**src/cbm_pkg.sv**
```systemverilog
// shared constants and helpers for the cartridge bank mapper
package cbm_pkg;

  // sizes
  localparam int MAX_BANKS  = 256;
  localparam int SRAM_BYTES = 32768;
  localparam int SRAM_AW    = $clog2(SRAM_BYTES);
  localparam int BANK_W     = 8;
  localparam int COUNT_W    = 9;
  localparam int ADDR_W     = 16;
  localparam int DATA_W     = 8;
  localparam int OFFSET_W   = 22;
  localparam int SLOT_AW    = 14;

  localparam logic [COUNT_W-1:0] MAX_BANKS_W   = COUNT_W'(MAX_BANKS);
  localparam logic [COUNT_W-1:0] COUNT_RESET   = 9'd32;
  localparam logic [SRAM_AW-1:0] SRAM_LAST     = SRAM_AW'(SRAM_BYTES - 1);
  localparam logic [SRAM_AW:0]   SRAM_BYTES_W  = (SRAM_AW + 1)'(SRAM_BYTES);

  // address map
  localparam logic [ADDR_W-1:0] ADDR_VECTOR_END = 16'h03FF;
  localparam logic [ADDR_W-1:0] ADDR_SLOT2_BASE = 16'h8000;
  localparam logic [ADDR_W-1:0] ADDR_SLOT2_END  = 16'hBFFF;
  localparam logic [ADDR_W-1:0] ADDR_SRAM_CTRL  = 16'hFFFC;
  localparam logic [ADDR_W-1:0] ADDR_BANK0      = 16'hFFFD;

  // control byte bits at FFFC
  localparam int CTRL_BANK_BIT = 2;
  localparam int CTRL_MAP_BIT  = 3;

  // access commands
  localparam logic CMD_READ  = 1'b0;
  localparam logic CMD_WRITE = 1'b1;

  // result sources
  localparam logic [1:0] SRC_NONE = 2'd0;
  localparam logic [1:0] SRC_ROM  = 2'd1;
  localparam logic [1:0] SRC_SRAM = 2'd2;

  // save ram index from the offset within slot 2 and the bank bit
  function automatic logic [SRAM_AW-1:0] sram_index(input logic [SLOT_AW-1:0] inner,
                                                    input logic bank_bit);
    logic [SRAM_AW:0] raw;
    raw = (SRAM_AW + 1)'({bank_bit, inner});
    if (raw >= SRAM_BYTES_W) begin
      raw = raw - SRAM_BYTES_W;
    end
    return raw[SRAM_AW-1:0];
  endfunction

endpackage

```
**src/cbm_mod.sv**
```systemverilog
// iterative remainder unit, one quotient bit per cycle
module cbm_mod (
  input  logic                         clk_i,
  input  logic                         rst_ni,
  input  logic                         start_i,
  input  logic [cbm_pkg::DATA_W-1:0]   dividend_i,
  input  logic [cbm_pkg::COUNT_W-1:0]  divisor_i,
  output logic                         done_o,
  output logic [cbm_pkg::DATA_W-1:0]   rem_o
);
  import cbm_pkg::*;

  localparam int STEP_W = $clog2(DATA_W);
  localparam logic [STEP_W-1:0] STEP_LAST = STEP_W'(DATA_W - 1);

  logic                run_q;
  logic                done_q;
  logic [STEP_W-1:0]   step_q;
  logic [COUNT_W-1:0]  rem_q;
  logic [DATA_W-1:0]   dvd_q;
  logic [COUNT_W-1:0]  trial;
  logic [COUNT_W-1:0]  rem_d;

  // shift in the next dividend bit and subtract when it fits
  always_comb begin
    trial = {rem_q[DATA_W-1:0], dvd_q[DATA_W-1]};
    rem_d = (trial >= divisor_i) ? (trial - divisor_i) : trial;
  end

  // step control
  always_ff @(posedge clk_i or negedge rst_ni) begin
    if (!rst_ni) begin
      run_q  <= 1'b0;
      done_q <= 1'b0;
      step_q <= '0;
    end else begin
      done_q <= 1'b0;
      if (start_i) begin
        run_q  <= 1'b1;
        step_q <= '0;
      end else if (run_q) begin
        step_q <= step_q + 1'b1;
        if (step_q == STEP_LAST) begin
          run_q  <= 1'b0;
          done_q <= 1'b1;
        end
      end
    end
  end

  // remainder datapath
  always_ff @(posedge clk_i) begin
    if (start_i) begin
      rem_q <= '0;
      dvd_q <= dividend_i;
    end else if (run_q) begin
      rem_q <= rem_d;
      dvd_q <= {dvd_q[DATA_W-2:0], 1'b0};
    end
  end

  assign done_o = done_q;
  assign rem_o  = rem_q[DATA_W-1:0];

endmodule

```
**config.mk**
```make
export PLATFORM = sky130hd
export DESIGN_NAME = cbm_mod
export DESIGN_NICKNAME = d
export VERILOG_FILES = /design/src/cbm_pkg.sv /design/src/cbm_mod.sv
export SDC_FILE = /design/constraint.sdc
export NUM_CORES = 1
export LEC_CHECK = 0
export ABC_AREA = 1
export BUFFER_PORTS_ARGS = -buffer_cell sky130_fd_sc_hd__buf_2
export CAP_MARGIN = 20
export CORE_UTILIZATION = 45
export CTS_CLUSTER_SIZE = 25
export DETAILED_ROUTE_END_ITERATION = 7
export GPL_TIMING_DRIVEN = 0
export PLACE_DENSITY = 0.68
export SYNTH_ARGS = -nofsm -noshare
export SYNTH_HDL_FRONTEND = slang
export SYNTH_SLANG_ARGS = --single-unit
```
**constraint.sdc**
```tcl
create_clock -name clk_i -period 2 [get_ports clk_i]
set_input_delay 0.1 -clock clk_i [delete_from_list [all_inputs] [get_ports clk_i]]
set_output_delay 0.1 -clock clk_i [all_outputs]
set_load 0.05 [all_outputs]
```
==> impl_results.md <==
* Power Internal at 888 µW
* # DRC at 0
* Switching share of power at 0.478
* Yosys top cell area share at 0.192
* Count leader, synth: nand2_1
* Setup crit end kind: flop
* DIE HEIGHT at 59.5 µm
* Total congestion overflow at 0
* Clk sinks at 21
* Wirelength, routed at around 3 mm
* Std-Cell Rows at 20
* Maxcap violations at 0
* Number of flops mapped to enable cells by yosys at 8
* Port bufs at 28
* Worst path required time at ~2.2 ns
* Min-delay src: dividend_i[0]
* Syn Std Cell Area at approximately 1500 µm²
* Die W at between 50 and 60 µm
* Hold Violations, Final at 0
* Initial Utilization at 0.479
* First-pass GRT wire length at 5.02 mm
* End of the worst hold path: dvd_q[0]$_SDFFCE_PN0P_
* Final Net Count at between 200 and 300
* WP data arrival at 1.87 ns
* Post-synth ARST share at 0.238
* RSZ-0062 raised after global routing: no
* Register area share after synthesis at 0.354
* Area Growth Syn to Fin at 15.7%
* ANT cells at 0
* Yosys cell types at 24
* Gate power share at 0.541
* CTS root buf: clkbuf_4
* Post-CTS resize count at 0
* Final ANT Viol Nets at 0
* Sequential power share at 0.337
* FF-to-FF Start: rem_q[5]$_SDFFE_PP0P_
* Cells after synthesis at approximately 210
* Design Area, Final at 1720 µm²
* Synthesized Nets at 240
* Dpl hpwl at approximately 2.4 mm
* Peak supply drop at around 0.44 mV
* Worst Reg-to-Reg Cells at 9
* Outcome: completed
* Min Tclk post-route at between 1.5 and 2 ns
* Crit path kind: flop to flop
* Total CTS buffers at 3
* DR vias/cell at 4.69
* Ys Warns at 0
* DRT iter0 DRCs at 38
* Post-synthesis register bit count at 21
* Clock Skew at 0.0190 ns
* Worst Max-Slew Pin Slew at 0.464 ns
* Max-slew violations at 0
* Antenna violations before repair at 0
* Switching power at 812 µW
* DRT Pass-1 Iters at 5
* Clk pwr share at 0.122
* Largest net degree at the start of global routing at 13
* # IOs at 29
* Post-Syn Area per Cell at 7.15 µm²
* CTS tree: built
* Main synth FF type: edfxtp_1
* Gpl congestion at 0.835
* Synth area leaders: nand2_1 (19%), edfxtp_1 (16%), dfxtp_1 (11%)
* Post-DP Area at approximately 1700 µm²
* Critical Path Start Type: flop
* GRT Overall Usage at 0.191
* Post-route setup TNS at 0 ns
* Lkg Pwr at 1.02 nW
* Commonest cells post-synth: nand2_1 (76), inv_1 (35), nand3_1 (22)
* Via count at 1336
* Reg2Reg Capture Point: rem_q[0]$_SDFFE_PP0P_
* Core area at 3100 µm²
* R2R setup slack at approximately 0.33 ns
* CP Max Fanout at 8
* Longest Clk Path Bufs at 2
* Layout cell share with drive strength beyond 1 at 0.212
* Hold Path Class: primary input to flop
* H-Tree Depth at 1
* Largest area contributor in the netlist: nand2_1
* Die area at 3540 µm²
* Final setup viols at 0
* Worst-Skew Late Latency at 0.31 ns
* Final Cycle Share at 0.835
* Vias in the first global route at 1198
* Fmax at 598 MHz
* Pwr Density at around 1000 nW/µm²
* Rel. slew slack at 0.691
* Routed wire per std cell at 10.6 µm
* Hold Path Cell Cnt at 3
* Worst-path clk slew at 0.13 ns
## cells by family (layout without fill, tap and decap cells)
logic type,count (synthesis),count (layout),synth area share
AND/OR/NAND/NOR,124,124,0.382
buffers and inverters,40,73,0.101
flip-flops,21,21,0.354
adder cells (fa/ha/maj),12,12,0.106
AO/OA/AOI/OAI,7,7,0.0337
XOR/XNOR,4,4,0.0236
## timing repair
item,in CTS,in global routing
setup buffers,0,0
hold buffers,1,0
endpoints found under the hold margin,5,0
## cell type report
cell class / instances / area [µm²]
Clock inverter: 1 / 5.00
Fill cell: 336 / 1380
Inverter: 38 / 143
Multi-Input combinational cell: 147 / 811
Timing Repair Buffer: 29 / 150
Clock buffer: 3 / 22.5
Buffer: 2 / 7.51
Tap cell: 44 / 55.1
Sequential cell: 21 / 526
## power groups by stage
stage | Clock [mW] | Sequential, mW | Combinational (mW)
after floorplan | 0 | 0.741 | 0.567
after global placement | 0 | 0.581 | 0.910
after detailed placement | 0 | 0.582 | 0.917
after CTS | 0.217 | 0.573 | 0.922
after global routing | 0.238 | 0.582 | 1.02
final | 0.208 | 0.572 | 0.919
## metal layers
layer,track usage,up-vias,wire [µm],part of all wire
li1,-,714,-,-
met4,0.0714,0,19,0.0063
met2,0.326,18,1460,0.48
met1,0.246,602,1470,0.49
met3,0.0262,2,70,0.023
met5,0,-,0,0
## layout by cell type (no fill, tap or decap)
cell / synthesis / routed
a21oi_2: 2 / 2
dlygate4sd3_1: 0 / 1
clkbuf_1: 2 / 2
xor2_1: 2 / 2
dfrtp_1: 5 / 5
nand2_1: 76 / 76
buf_2: 0 / 28
a22o_1: 2 / 2
nor2_2: 2 / 2
nor2_4: 3 / 3
inv_2: 3 / 3
fa_1: 1 / 1
nand2_4: 2 / 2
clkbuf_4: 0 / 3
nand2_2: 5 / 5
nand3_1: 22 / 22
o21ai_0: 1 / 1
nand4_1: 2 / 2
a21oi_1: 2 / 2
clkinv_2: 0 / 1
xnor2_1: 2 / 2
nor2_1: 10 / 10
edfxtp_1: 8 / 8
inv_1: 35 / 35
nand3_2: 1 / 1
dfxtp_1: 8 / 8
nand4_2: 1 / 1
ha_1: 11 / 11
## flip-flops by register name (all words and copies together), names as in the netlist
register,cells
done_o,1
run_q,1
step_q,3
rem_q,8
dvd_q,8
## stage by stage
step,worst slack (ns),hold WS (ns),instances,utilization,power [mW]
2_1_floorplan,0.183,-0.196,208,-,1.31
3_3_place_gp,0.379,-0.0793,280,0.542,1.49
3_5_place_dp,0.351,-0.0759,280,0.542,1.50
4_1_cts,0.338,0.0255,285,0.554,1.71
5_1_grt,0.175,0.0280,285,0.554,1.84
6_report,0.329,0.0332,285,0.554,1.70
## worst max-delay path, cell delays in order, from the launching register on
cell	delay, ns
dfxtp_1	0.37
ha_1	0.36
nand2_1	0.11
nand2_2	0.08
a21oi_2	0.12
nand2_1	0.09
nor2_4	0.19
nand3_1	0.10
nand3_1	0.10
nand2_1	0.05
## worst max path at each step
stage	from	endpoint	slack (ns)	depth (start not counted)
final	rem_q[5]$_SDFFE_PP0P_	rem_q[0]$_SDFFE_PP0P_	0.33	9
after global routing	rem_q[5]$_SDFFE_PP0P_	rem_q[5]$_SDFFE_PP0P_	0.18	9
after CTS	rem_q[3]$_SDFFE_PP0P_	rem_q[7]$_SDFFE_PP0P_	0.34	10
after detailed placement	rem_q[3]$_SDFFE_PP0P_	rem_q[7]$_SDFFE_PP0P_	0.35	10
after global placement	rem_q[3]$_SDFFE_PP0P_	rem_q[7]$_SDFFE_PP0P_	0.38	10
after floorplan	rem_q[6]$_SDFFE_PP0P_	rem_q[0]$_SDFFE_PP0P_	0.18	9
No activity file was read; power rests on OpenSTA's default activity.
